$ cat config.mk
export PLATFORM = sky130hd
export DESIGN_NAME = light_sensor_lux_calc_unit_flat
export DESIGN_NICKNAME = d
export VERILOG_FILES = /design/src/design/lcu_pkg.sv /design/src/design/lcu_sample_if.sv /design/src/design/lcu_result_if.sv /design/src/design/lcu_cfg_if.sv /design/src/design/lcu_scale.sv /design/src/design/lcu_div.sv /design/src/design/lcu_lux.sv /design/src/design/light_sensor_lux_calc_unit.sv /design/src/flat_wrapper.sv
export SDC_FILE = /design/constraint.sdc
export NUM_CORES = 2
export LEC_CHECK = 0
export BUFFER_PORTS_ARGS = -buffer_cell sky130_fd_sc_hd__buf_4
export CAP_MARGIN = 20
export CORE_MARGIN = 2
export CORE_UTILIZATION = 70
export DETAILED_ROUTE_END_ITERATION = 10
export PLACE_DENSITY_LB_ADDON = 0.15
export SYNTH_ARGS = -nofsm -noshare
export SYNTH_HDL_FRONTEND = slang
export SYNTH_SLANG_ARGS = --single-unit
$ cat constraint.sdc
create_clock -name clk -period 17.87 [get_ports clk]
set_clock_uncertainty 0.1 [all_clocks]
set_input_delay 1.787 -clock clk [delete_from_list [all_inputs] [get_ports clk]]
set_output_delay 1.787 -clock clk [all_outputs]
set_load 0.01 [all_outputs]
$ cat src/design/lcu_pkg.sv
package lcu_pkg;

    localparam int CNT_W   = 16;
    localparam int SCALE_W = 19;
    localparam int PROD_W  = CNT_W + SCALE_W;
    localparam int CHAN_FRAC_BITS = 10;
    localparam int SC_W    = PROD_W - CHAN_FRAC_BITS;
    localparam int NUM_W   = SC_W + CHAN_FRAC_BITS;
    localparam int QUO_W   = 12;
    localparam int QIDX_W  = 4;
    localparam int CMP_W   = SC_W + QUO_W;
    localparam int RATIO_W = QUO_W;
    localparam int COEF_W  = 10;
    localparam int SEG_W   = 3;
    localparam int NSEG    = 8;
    localparam int LUX_PROD_W = SC_W + COEF_W;
    localparam int LUX_FRAC_BITS = 14;
    localparam int LUX_FULL_W = LUX_PROD_W + 1 - LUX_FRAC_BITS;
    localparam int LUX_W   = 16;

    localparam int DIV_STEPS_PER_STAGE = 2;
    localparam int DIV_STAGES = QUO_W / DIV_STEPS_PER_STAGE;

    localparam int CFG_INDEX_W = 2;
    localparam int CFG_DATA_W  = 2;
    localparam logic [CFG_INDEX_W-1:0] REG_GAIN_IS_LOW      = 2'd0;
    localparam logic [CFG_INDEX_W-1:0] REG_INTEGRATION_MODE = 2'd1;

    localparam logic [1:0] MODE_SHORT  = 2'd0;
    localparam logic [1:0] MODE_MEDIUM = 2'd1;
    localparam logic [1:0] MODE_LONG   = 2'd2;

    localparam logic [SCALE_W-1:0] SCALE_SHORT  = 19'h07517;
    localparam logic [SCALE_W-1:0] SCALE_MEDIUM = 19'h00fe7;
    localparam logic [SCALE_W-1:0] SCALE_UNIT   = 19'h00400;

    localparam logic [RATIO_W-1:0] BRK_K [0:NSEG-2] = '{
        12'h040, 12'h080, 12'h0c0, 12'h100, 12'h138, 12'h19a, 12'h29a
    };
    localparam logic [COEF_W-1:0] BRK_B [0:NSEG-1] = '{
        10'h1f2, 10'h214, 10'h23f, 10'h270, 10'h16f, 10'h0d2, 10'h018, 10'h000
    };
    localparam logic [COEF_W-1:0] BRK_M [0:NSEG-1] = '{
        10'h1be, 10'h2d1, 10'h37b, 10'h3fe, 10'h1fc, 10'h0fb, 10'h012, 10'h000
    };

    typedef struct packed {
        logic [SC_W-1:0]  s0;
        logic [SC_W-1:0]  s1;
        logic [NUM_W-1:0] rem;
        logic [QUO_W-1:0] quo;
        logic             zero;
        logic             big;
    } div_t;

    // one restoring step for quotient bit pos
    function automatic div_t div_step(div_t d, logic [QIDX_W-1:0] pos);
        logic [CMP_W-1:0] sub;
        logic [CMP_W-1:0] r;
        div_t o;
        o   = d;
        sub = CMP_W'(d.s0) << pos;
        r   = CMP_W'(d.rem);
        if (r >= sub)
        begin
            o.rem      = NUM_W'(r - sub);
            o.quo[pos] = 1'b1;
        end
        return o;
    endfunction

endpackage

$ cat src/design/lcu_sample_if.sv
interface lcu_sample_if;
    logic                      valid;
    logic                      ready;
    logic [lcu_pkg::CNT_W-1:0] broadband_count;
    logic [lcu_pkg::CNT_W-1:0] infrared_count;

    modport source (output valid, output broadband_count, output infrared_count, input ready);
    modport sink (input valid, input broadband_count, input infrared_count, output ready);
endinterface

$ cat src/design/lcu_result_if.sv
interface lcu_result_if;
    logic                      valid;
    logic                      ready;
    logic [lcu_pkg::LUX_W-1:0] lux_level;
    logic                      lux_saturated;

    modport source (output valid, output lux_level, output lux_saturated, input ready);
    modport sink (input valid, input lux_level, input lux_saturated, output ready);
endinterface

$ cat src/design/lcu_cfg_if.sv
interface lcu_cfg_if;
    logic                            valid;
    logic                            ready;
    logic [lcu_pkg::CFG_INDEX_W-1:0] index;
    logic [lcu_pkg::CFG_DATA_W-1:0]  data;

    modport source (output valid, output index, output data, input ready);
    modport sink (input valid, input index, input data, output ready);
endinterface

$ cat src/design/lcu_scale.sv
module lcu_scale (
    input  logic                      clk,
    input  logic                      rst_n,
    input  logic                      gain_is_low,
    input  logic [1:0]                integration_mode,
    input  logic                      in_valid,
    output logic                      in_ready,
    input  logic [lcu_pkg::CNT_W-1:0] broadband_count,
    input  logic [lcu_pkg::CNT_W-1:0] infrared_count,
    output logic                      out_valid,
    input  logic                      out_ready,
    output lcu_pkg::div_t             out_data
);

    logic [lcu_pkg::SCALE_W-1:0] base;
    logic [lcu_pkg::SCALE_W-1:0] scale;
    logic [lcu_pkg::PROD_W-1:0]  p0_next, p1_next;
    logic [lcu_pkg::PROD_W-1:0]  p0_reg, p1_reg;
    logic                        va_reg, vb_reg;
    logic                        rdy_a, rdy_b;
    logic [lcu_pkg::SC_W-1:0]    s0, s1;
    lcu_pkg::div_t               d_next, d_reg;

    always_comb
    begin
        case (integration_mode)
            lcu_pkg::MODE_SHORT:  base = lcu_pkg::SCALE_SHORT;
            lcu_pkg::MODE_MEDIUM: base = lcu_pkg::SCALE_MEDIUM;
            default:              base = lcu_pkg::SCALE_UNIT;
        endcase
        scale = gain_is_low ? (base << 4) : base;
    end

    assign p0_next = lcu_pkg::PROD_W'(broadband_count) * lcu_pkg::PROD_W'(scale);
    assign p1_next = lcu_pkg::PROD_W'(infrared_count) * lcu_pkg::PROD_W'(scale);

    assign rdy_b    = !vb_reg || out_ready;
    assign rdy_a    = !va_reg || rdy_b;
    assign in_ready = rdy_a;

    // quotient overflows 12 bits exactly when s1 >= 4*s0
    always_comb
    begin
        s0          = p0_reg[lcu_pkg::PROD_W-1:lcu_pkg::CHAN_FRAC_BITS];
        s1          = p1_reg[lcu_pkg::PROD_W-1:lcu_pkg::CHAN_FRAC_BITS];
        d_next.s0   = s0;
        d_next.s1   = s1;
        d_next.rem  = {s1, {lcu_pkg::CHAN_FRAC_BITS{1'b0}}};
        d_next.quo  = '0;
        d_next.zero = (s0 == '0);
        d_next.big  = ({2'b00, s1} >= {s0, 2'b00});
    end

    always_ff @(posedge clk or negedge rst_n)
    begin
        if (!rst_n)
        begin
            va_reg <= 1'b0;
            vb_reg <= 1'b0;
        end
        else
        begin
            if (rdy_a)
                va_reg <= in_valid;
            if (rdy_b)
                vb_reg <= va_reg;
        end
    end

    always_ff @(posedge clk)
    begin
        if (rdy_a && in_valid)
        begin
            p0_reg <= p0_next;
            p1_reg <= p1_next;
        end
        if (rdy_b && va_reg)
            d_reg <= d_next;
    end

    assign out_valid = vb_reg;
    assign out_data  = d_reg;

endmodule

$ cat src/design/lcu_div.sv
module lcu_div (
    input  logic          clk,
    input  logic          rst_n,
    input  logic          in_valid,
    output logic          in_ready,
    input  lcu_pkg::div_t in_data,
    output logic          out_valid,
    input  logic          out_ready,
    output lcu_pkg::div_t out_data
);

    localparam int NST = lcu_pkg::DIV_STAGES;
    localparam int NSP = lcu_pkg::DIV_STEPS_PER_STAGE;

    lcu_pkg::div_t st_reg  [NST];
    lcu_pkg::div_t st_next [NST];
    logic          v_reg   [NST];
    logic          rdy     [NST+1];
    logic          v_in    [NST];
    lcu_pkg::div_t d_in    [NST];

    assign rdy[NST] = out_ready;

    for (genvar j = 0; j < NST; j++)
    begin : g_stage
        if (j == 0)
        begin : g_first
            assign v_in[j] = in_valid;
            assign d_in[j] = in_data;
        end
        else
        begin : g_rest
            assign v_in[j] = v_reg[j-1];
            assign d_in[j] = st_reg[j-1];
        end

        assign rdy[j] = !v_reg[j] || rdy[j+1];

        // quotient bits handled high to low, NSP per stage
        always_comb
        begin
            st_next[j] = d_in[j];
            for (int k = 0; k < NSP; k++)
                st_next[j] = lcu_pkg::div_step(st_next[j],
                    lcu_pkg::QIDX_W'(lcu_pkg::QUO_W - 1 - j * NSP - k));
        end

        always_ff @(posedge clk or negedge rst_n)
        begin
            if (!rst_n)
                v_reg[j] <= 1'b0;
            else if (rdy[j])
                v_reg[j] <= v_in[j];
        end

        always_ff @(posedge clk)
        begin
            if (rdy[j] && v_in[j])
                st_reg[j] <= st_next[j];
        end
    end

    assign in_ready  = rdy[0];
    assign out_valid = v_reg[NST-1];
    assign out_data  = st_reg[NST-1];

endmodule

$ cat src/design/lcu_lux.sv
module lcu_lux (
    input  logic                      clk,
    input  logic                      rst_n,
    input  logic                      in_valid,
    output logic                      in_ready,
    input  lcu_pkg::div_t             in_data,
    output logic                      out_valid,
    input  logic                      out_ready,
    output logic [lcu_pkg::LUX_W-1:0] lux_level,
    output logic                      lux_saturated
);

    logic [lcu_pkg::RATIO_W:0]       ratio_sum;
    logic [lcu_pkg::RATIO_W-1:0]     ratio;
    logic [lcu_pkg::SEG_W-1:0]       seg;
    logic                            vr_reg, vm_reg, vf_reg;
    logic                            rdy_r, rdy_m, rdy_f;
    logic [lcu_pkg::SC_W-1:0]        s0_reg, s1_reg;
    logic [lcu_pkg::COEF_W-1:0]      b_reg, m_reg;
    logic [lcu_pkg::LUX_PROD_W-1:0]  pos_next, neg_next, pos_reg, neg_reg;
    logic [lcu_pkg::LUX_PROD_W-1:0]  diff;
    logic [lcu_pkg::LUX_PROD_W:0]    rounded;
    logic [lcu_pkg::LUX_FULL_W-1:0]  lux_full;
    logic [lcu_pkg::LUX_W-1:0]       lux_next, lux_reg;
    logic                            sat_next, sat_reg;

    // rounded ratio and segment search
    always_comb
    begin
        ratio_sum = {1'b0, in_data.quo} + 1'b1;
        ratio     = ratio_sum[lcu_pkg::RATIO_W:1];
        seg       = lcu_pkg::SEG_W'(lcu_pkg::NSEG - 1);
        for (int i = lcu_pkg::NSEG - 2; i >= 0; i--)
        begin
            if (ratio <= lcu_pkg::BRK_K[i])
                seg = lcu_pkg::SEG_W'(i);
        end
        if (in_data.zero)
            seg = '0;
        else if (in_data.big)
            seg = lcu_pkg::SEG_W'(lcu_pkg::NSEG - 1);
    end

    assign pos_next = lcu_pkg::LUX_PROD_W'(s0_reg) * lcu_pkg::LUX_PROD_W'(b_reg);
    assign neg_next = lcu_pkg::LUX_PROD_W'(s1_reg) * lcu_pkg::LUX_PROD_W'(m_reg);

    always_comb
    begin
        diff     = (pos_reg > neg_reg) ? (pos_reg - neg_reg) : '0;
        rounded  = {1'b0, diff} + (lcu_pkg::LUX_PROD_W + 1)'(1 << (lcu_pkg::LUX_FRAC_BITS - 1));
        lux_full = rounded[lcu_pkg::LUX_PROD_W:lcu_pkg::LUX_FRAC_BITS];
        sat_next = (lux_full[lcu_pkg::LUX_FULL_W-1:lcu_pkg::LUX_W] != '0);
        lux_next = sat_next ? '1 : lux_full[lcu_pkg::LUX_W-1:0];
    end

    assign rdy_f    = !vf_reg || out_ready;
    assign rdy_m    = !vm_reg || rdy_f;
    assign rdy_r    = !vr_reg || rdy_m;
    assign in_ready = rdy_r;

    always_ff @(posedge clk or negedge rst_n)
    begin
        if (!rst_n)
        begin
            vr_reg <= 1'b0;
            vm_reg <= 1'b0;
            vf_reg <= 1'b0;
        end
        else
        begin
            if (rdy_r)
                vr_reg <= in_valid;
            if (rdy_m)
                vm_reg <= vr_reg;
            if (rdy_f)
                vf_reg <= vm_reg;
        end
    end

    always_ff @(posedge clk)
    begin
        if (rdy_r && in_valid)
        begin
            s0_reg <= in_data.s0;
            s1_reg <= in_data.s1;
            b_reg  <= lcu_pkg::BRK_B[seg];
            m_reg  <= lcu_pkg::BRK_M[seg];
        end
        if (rdy_m && vr_reg)
        begin
            pos_reg <= pos_next;
            neg_reg <= neg_next;
        end
        if (rdy_f && vm_reg)
        begin
            lux_reg <= lux_next;
            sat_reg <= sat_next;
        end
    end

    assign out_valid     = vf_reg;
    assign lux_level     = lux_reg;
    assign lux_saturated = sat_reg;

endmodule

$ cat src/design/light_sensor_lux_calc_unit.sv
// Two-channel lux calculation: each accepted pair of raw counts on sample gives exactly one
// lux transaction on result, in order. A new pair can be taken every cycle when result is
// not stalled. The pipeline is built from the 12-bit restoring ratio divider, split two
// quotient bits per stage over six stages, plus two stages for count scaling and three for
// segment lookup, multiply and rounding. Each stage holds its item under backpressure, so
// stalls lose nothing. Gain and integration mode are written on cfg (index 0 and 1, other
// indexes ignored) and must only change while no transaction is in flight.
module light_sensor_lux_calc_unit (
    input  logic          clk,
    input  logic          rst_n,
    lcu_cfg_if.sink       cfg,
    lcu_sample_if.sink    sample,
    lcu_result_if.source  result
);

    logic          gain_reg;
    logic [1:0]    mode_reg;
    logic          sc_valid, sc_ready;
    lcu_pkg::div_t sc_data;
    logic          dv_valid, dv_ready;
    lcu_pkg::div_t dv_data;

    assign cfg.ready = 1'b1;

    always_ff @(posedge clk or negedge rst_n)
    begin
        if (!rst_n)
        begin
            gain_reg <= 1'b0;
            mode_reg <= lcu_pkg::MODE_LONG;
        end
        else if (cfg.valid)
        begin
            case (cfg.index)
                lcu_pkg::REG_GAIN_IS_LOW:      gain_reg <= cfg.data[0];
                lcu_pkg::REG_INTEGRATION_MODE: mode_reg <= cfg.data[1:0];
                default:                       ;
            endcase
        end
    end

    lcu_scale u_scale (
        .clk              (clk),
        .rst_n            (rst_n),
        .gain_is_low      (gain_reg),
        .integration_mode (mode_reg),
        .in_valid         (sample.valid),
        .in_ready         (sample.ready),
        .broadband_count  (sample.broadband_count),
        .infrared_count   (sample.infrared_count),
        .out_valid        (sc_valid),
        .out_ready        (sc_ready),
        .out_data         (sc_data)
    );

    lcu_div u_div (
        .clk       (clk),
        .rst_n     (rst_n),
        .in_valid  (sc_valid),
        .in_ready  (sc_ready),
        .in_data   (sc_data),
        .out_valid (dv_valid),
        .out_ready (dv_ready),
        .out_data  (dv_data)
    );

    lcu_lux u_lux (
        .clk           (clk),
        .rst_n         (rst_n),
        .in_valid      (dv_valid),
        .in_ready      (dv_ready),
        .in_data       (dv_data),
        .out_valid     (result.valid),
        .out_ready     (result.ready),
        .lux_level     (result.lux_level),
        .lux_saturated (result.lux_saturated)
    );

endmodule

$ cat src/flat_wrapper.sv
// flat-port wrapper written by rule: the top's interface ports become plain ports
module light_sensor_lux_calc_unit_flat 
  (clk, rst_n, cfg_valid, cfg_index, cfg_data, cfg_ready, sample_valid, sample_broadband_count, sample_infrared_count, sample_ready, result_valid, result_lux_level, result_lux_saturated, result_ready);
  lcu_cfg_if cfg_i ();
  lcu_sample_if sample_i ();
  lcu_result_if result_i ();
  input  logic clk;
  input  logic rst_n;
  input wire logic [$bits(cfg_i.valid)-1:0] cfg_valid;
  input wire logic [$bits(cfg_i.index)-1:0] cfg_index;
  input wire logic [$bits(cfg_i.data)-1:0] cfg_data;
  output wire logic [$bits(cfg_i.ready)-1:0] cfg_ready;
  input wire logic [$bits(sample_i.valid)-1:0] sample_valid;
  input wire logic [$bits(sample_i.broadband_count)-1:0] sample_broadband_count;
  input wire logic [$bits(sample_i.infrared_count)-1:0] sample_infrared_count;
  output wire logic [$bits(sample_i.ready)-1:0] sample_ready;
  output wire logic [$bits(result_i.valid)-1:0] result_valid;
  output wire logic [$bits(result_i.lux_level)-1:0] result_lux_level;
  output wire logic [$bits(result_i.lux_saturated)-1:0] result_lux_saturated;
  input wire logic [$bits(result_i.ready)-1:0] result_ready;
  assign cfg_i.valid = cfg_valid;
  assign cfg_i.index = cfg_index;
  assign cfg_i.data = cfg_data;
  assign cfg_ready = cfg_i.ready;
  assign sample_i.valid = sample_valid;
  assign sample_i.broadband_count = sample_broadband_count;
  assign sample_i.infrared_count = sample_infrared_count;
  assign sample_ready = sample_i.ready;
  assign result_valid = result_i.valid;
  assign result_lux_level = result_i.lux_level;
  assign result_lux_saturated = result_i.lux_saturated;
  assign result_i.ready = result_ready;
  light_sensor_lux_calc_unit u_core (.clk(clk), .rst_n(rst_n), .cfg(cfg_i), .sample(sample_i), .result(result_i));
endmodule
# Yosys cells after proc, flatten, opt, wreduce, memory -nomap -nowiden

Memory sizes are Yosys's and may differ from the RTL's. A register that Yosys moved wholly into a read port is not among the register bits.
Index checks and enable logic that the tools add are counted.

Bits in writable memories: 594
Memories: 3
Word-level logic and storage cells: 157
ROM bits: 160
Output and inout bits: 20
Input port bits: 41
Bits in registers: 273

Memory list:

| name                | words | bits a word | read ports | clocked after memory_dff | write ports | line          | text |
|---|---|---|---|---|---|---|---|
| u_core.u_div.st_reg | 6     | 99          | 6          | 0                        | 6           | lcu_div.sv:15 | `lcu_pkg::div_t st_reg [NST];` |
| (no name shown)     | 8     | 10          | 1          | 1                        | 0           | lcu_lux.sv:87 | `m_reg <= lcu_pkg::BRK_M[seg];` |
| (no name shown)     | 8     | 10          | 1          | 1                        | 0           | lcu_lux.sv:86 | `b_reg <= lcu_pkg::BRK_B[seg];` |

Multiplexer cells: 47
Bitwise operators: 1
Multipliers: 4
$add $sub $neg: 15
Order comparisons: 21
Reductions and logical operators: 39
Equality and inequality tests: 2

Operator list:

| operator                                                                          | number |
|---|---|
| 35-bit 2-to-1 mux                                                                 | 12 |
| 35-bit subtractor                                                                 | 3 |
| 16-bit by 19-bit multiplier with 35-bit output                                    | 2 |
| 25-bit by 10-bit multiplier with 35-bit output                                    | 2 |
| 35-bit by 14-bit adder with 36-bit output, second input constant                  | 1 |
| 35-bit by 36-bit >= comparator with 1-bit output                                  | 1 |
| 12-bit by 9-bit less-or-equal comparator with 1-bit output, second input constant | 3 |
| 36-bit 2-to-1 mux                                                                 | 1 |
| 35-bit by 25-bit >= comparator with 1-bit output                                  | 1 |
| 35-bit by 26-bit >= comparator with 1-bit output                                  | 1 |
| 35-bit by 27-bit >= comparator with 1-bit output                                  | 1 |
| 35-bit by 28-bit >= comparator with 1-bit output                                  | 1 |
| 35-bit by 29-bit >= comparator with 1-bit output                                  | 1 |
| 35-bit by 30-bit >= comparator with 1-bit output                                  | 1 |
| 35-bit by 31-bit >= comparator with 1-bit output                                  | 1 |
| 35-bit by 32-bit >= comparator with 1-bit output                                  | 1 |
| 35-bit by 33-bit >= comparator with 1-bit output                                  | 1 |
| 35-bit by 34-bit >= comparator with 1-bit output                                  | 1 |
| 35-bit >= comparator                                                              | 1 |
| 35-bit > comparator                                                               | 1 |
| 35-bit by 25-bit subtractor with 35-bit output                                    | 1 |
| 35-bit by 26-bit subtractor with 35-bit output                                    | 1 |
| 35-bit by 27-bit subtractor with 35-bit output                                    | 1 |
| 35-bit by 28-bit subtractor with 35-bit output                                    | 1 |
| other kinds (25)                                                                  | 88 |

# Depth between registers and ports, before layout

Word-level depth: 13
Gate-level depth with buffers: 32
Gate-level depth less buffers: 30

# Modules after synthesis

Synthesis repeated with hierarchy kept, for this count alone.

Cells, all modules: 8158
Area total of the unflattened synthesis: 83721.5 sq um

Modules (own cells, without submodules):

| module                     | area each (sq um) | instances | cells an instance | seq. area each (sq um) |
|---|---|---|---|---|
| lcu_div                    | 38002.7           | 1         | 3493              | 17987.3 |
| lcu_lux                    | 23472.5           | 1         | 2409              | 4699.5 |
| lcu_scale                  | 22081.2           | 1         | 2246              | 3113.0 |
| light_sensor_lux_calc_unit | 165.2             | 1         | 10                | 76.3 |

# Least setup slack after synthesis

Ideal clock, no wire load.

Path kind: input to register
From: in sample_broadband_count[1]
To: reg u_core.u_scale.p0_reg[34] (netlist bit), data pin
Setup slack: 9669 ps
Cell stages on the path: 25
Buffers on the path: 1
Required time: 17510 ps
Setup time: 260 ps
Data arrival time: 7841 ps
Cells stage by stage: clkbuf_1 > nand2_1 > fa_1 > fa_1 > inv_1 > fa_1 > fa_1 > fa_1 > inv_1 > fa_1 > inv_1 > ha_1 > a21o_1 > a21oi_1 > nand2_1 > a31o_2 > o211ai_1 > a21oi_1 > o21a_1 > a211o_1 > a31oi_1 > nor2b_1 > o41ai_1 > o21bai_1 > xnor2_1

Cells in the longest elaborated chain, start to end: 1

RTL lines:

| what                                           | line               | text |
|---|---|---|
| start: declaration                             | flat_wrapper.sv:14 | `input wire logic [$bits(sample_i.broadband_count)-1:0] sample_broadband_count;` |
| 16-bit by 19-bit multiplier with 35-bit output | lcu_scale.sv:34    | `assign p0_next = lcu_pkg::PROD_W'(broadband_count) * lcu_pkg::PROD_W'(scale);` |
| net u_core.u_scale.p0_next (one bit)           | lcu_scale.sv:17    | `logic [lcu_pkg::PROD_W-1:0] p0_next, p1_next;` |
| end signal: assignment                         | lcu_scale.sv:74    | `p0_reg <= p0_next;` |
| end: declaration                               | lcu_scale.sv:18    | `logic [lcu_pkg::PROD_W-1:0] p0_reg, p1_reg;` |

The timed path passes the listed nets, and every way through them passes these cells.
A chain may end at the register's enable or synchronous reset.

# Worst setup path in the final report

From: reg u_core.gain_reg
To: reg u_core.u_scale.p1_reg[31] (netlist bit), data pin

Cells in the longest elaborated chain, start to end: 2

RTL lines:

| what                                           | line                             | text |
|---|---|---|
| start: declaration                             | light_sensor_lux_calc_unit.sv:16 | `logic gain_reg;` |
| start signal: assignment                       | light_sensor_lux_calc_unit.sv:35 | `lcu_pkg::REG_GAIN_IS_LOW: gain_reg <= cfg.data[0];` |
| 19-bit 2-to-1 mux                              | lcu_scale.sv:31                  | `scale = gain_is_low ? (base << 4) : base;` |
| 16-bit by 19-bit multiplier with 35-bit output | lcu_scale.sv:35                  | `assign p1_next = lcu_pkg::PROD_W'(infrared_count) * lcu_pkg::PROD_W'(scale);` |
| net u_core.u_scale.p1_next (one bit)           | lcu_scale.sv:17                  |  |
| end signal: assignment                         | lcu_scale.sv:75                  | `p1_reg <= p1_next;` |
| end: declaration                               | lcu_scale.sv:18                  |  |

The timed path passes the listed nets, and every way through them passes these cells.

==> results.yml <==
finish:
  finalNonFillerCells: 9019
  nFillCells: 7563
  drive_above_1_share: 0.0521
  finalNetCount: 9127
  largest_reg_flops: 499
  multiInputGateArea_mm2: 0.0486
  regArea_mm2: 0.0230
  areaGrowthSynthToFinish_pct: 6.05
synthesis:
  yosys.area.top_type_share: 0.295
  synth_ff_type: "edfxtp_1"
  synth_edf_count: 755
  yosysUniqueCellTypes: 96
  avgSynthCellArea_um2: 10.1
  synthArstFlopShare: 0.0182
  ys_seq_area_frac: 0.300
  synth.top_cells.by_count: "inv_1, fa_1, edfxtp_1"
  synth.top_cells.by_area: "edfxtp_1, fa_1, ha_1"
  syn_area_mm2: 0.0768
  synth_most_common_cell: "inv_1"
  netlist_instances: 7572
  yosysWarningCount: 0
  syn_nets: 9166
  yosysTopAreaCell: "edfxtp_1"
  ys_seq_elements: 769
place:
  port_buffers: 59
  place_ws_ps: 9110
  dpl.hpwl_um: 149000
  place_congestion: 0.969
  dp.cells: 8858
timing:
  setup_viol: 0
  hold_violations: 0
  post-route-period-util: 0.479
  tns_ps: 0
  finalCriticalPeriod_ps: 8570
  holdWs_ps: 298
  tightest_slew_ps: 1130
  layout_setup_ws_ps: 9300
  rsz0062_at_grt: "false"
  slew_headroom: 0.249
  clock.fmax_ghz: 0.117
  drv_slew: 0
critical_path:
  cpMaxStageDelayCell: "fa_1"
  crit_path_end_kind: "flop"
  reg2reg_depth: 27
  max_stage_delay_ps: 550
  critPathArrivalTime_ps: 8860
  start_kind: "flop"
  crit_required_ps: 18170
  cpMostUsedCell: "fa_1"
  path_max_fanout: 32
  path_class: "reg2reg"
grt:
  top_usage_layer: "met2"
  use_met3: 0.0413
  antenna_found_initial: 2
  grtUsageTotal: 0.337
  grt_remaining_overflow: 0
  use_met1: 0.409
  grt_pass1_vias: 55900
  use_met2: 0.594
  grt_pass1_wl_um: 296000
  grt_max_degree: 85
clocking:
  clockBufferDepth: 3
  cts.sinks: 769
  hold_buffers: 0
  cts_tree: "done"
  post_cts_buffers: 0
  cts_max_level: 3
  clock_latency_ps: 680
  root_buffer: "clkbuf_16"
  cts_buffers: 84
  clk_pin_slew_worst_paths_ps: 70
  cts.repair.resized: 0
run_status:
  run_status: "complete, no violations"
min_path:
  min_delay_path_depth: 0
  hold_class: "reg2reg"
detailed_routing:
  final_antenna_net_count: 0
  vias: 54800
  avgRoutedWirePerCell_um: 20.7
  first_pass_iters: 6
  post-route-drc-count: 0
  vias_per_cell: 6.07
  totalWireLength_um: 187000
  drtIter0Drc: 4166
floorplan:
  die_h_um: 335
  die-area_mm2: 0.112
  pin_count: 61
  num_rows: 121
  start_util: 0.705
  die_w_um: 335
  coreArea_mm2: 0.109
run:
  drv_cap: 0
## path summary, 6_finish.rpt
| path | end | slack [ps] | from |
|---|---|---|---|
| worst min register to register | u_core.u_div.st_reg[5][68] | 300 | u_core.u_div.st_reg[4][68] |
| max in group asynchronous | u_core.u_scale.va_reg | 16450 | rst_n |
| worst min-delay path | u_core.u_div.st_reg[5][68] | 300 | u_core.u_div.st_reg[4][68] |
| worst max register to register | u_core.u_scale.p1_reg[31] | 9300 | u_core.gain_reg |
| worst max-delay path | u_core.u_scale.p1_reg[31] | 9300 | u_core.gain_reg |
| min in group asynchronous | u_core.mode_reg[0] | 920 | rst_n |
## critical path: cells and delay by family (launching register included)
kind / cells / cell delay, ps
fa+ha+maj: 7 / 3340
compound gates: 10 / 2650
buf+inv: 7 / 1310
flops: 1 / 430
simple gates: 2 / 340
xor+xnor: 1 / 80
## layout by cell type (no fill, tap or decap), types with 66 or more instances in the layout
cell | Yosys | final
a21o_1 | 180 | 180
a21oi_1 | 375 | 372
and2_1 | 407 | 401
and3_1 | 76 | 76
buf_4 | 1 | 92
clkbuf_16 | 0 | 85
edfxtp_1 | 755 | 755
fa_1 | 809 | 809
ha_1 | 744 | 744
inv_1 | 1176 | 1176
mux2_2 | 91 | 91
nand2_1 | 746 | 746
nand2b_1 | 67 | 67
nand3_1 | 103 | 103
nand4_1 | 66 | 66
nor2_1 | 326 | 324
nor2b_1 | 69 | 66
nor3_1 | 85 | 84
o21ai_0 | 281 | 280
xnor2_1 | 253 | 253
xor2_1 | 134 | 134
## final cells by class
class / count / share of cell area
Multi-Input combinational cell: 5405 / 0.597
Clock inverter: 61 / 0.00836
Timing Repair Buffer: 95 / 0.00940
Clock buffer: 96 / 0.0268
Antenna cell: 1 / 0.0000307
Tap cell: 1414 / 0.0217
Sequential cell: 769 / 0.283
Inverter: 1178 / 0.0543
## through the flow
| stage | cell area [um^2] | utilization |
|---|---|---|
| after CTS | 81300 | 0.747 |
| final | 81400 | 0.748 |
| after global placement | 78500 | 0.721 |
| after detailed placement | 78500 | 0.721 |
| after floorplan | 76800 | - |
| after global routing | 81400 | 0.748 |
## cell families (layout without fill, tap and decap cells)
group	Yosys count	count (layout)	share of synthesized area
buf+inv	1398	1430	0.0687
flops	769	769	0.300
other cells	1	2	0.0000488
compound gates	1265	1265	0.105
simple gates	2090	2090	0.134
xor+xnor	387	387	0.0441
fa+ha+maj	1553	1553	0.332
mux	109	109	0.0158
## metal layers
| layer | up-vias | share of wire |
|---|---|---|
| li1 | 25300 | - |
| met1 | 26800 | 0.38 |
| met2 | 2112 | 0.50 |
| met3 | 496 | 0.062 |
| met4 | 0 | 0.056 |
| met5 | - | 0 |
Power is not shown: default switching activity piles up to over one toggle a cycle in this logic, so the estimate is an artifact.
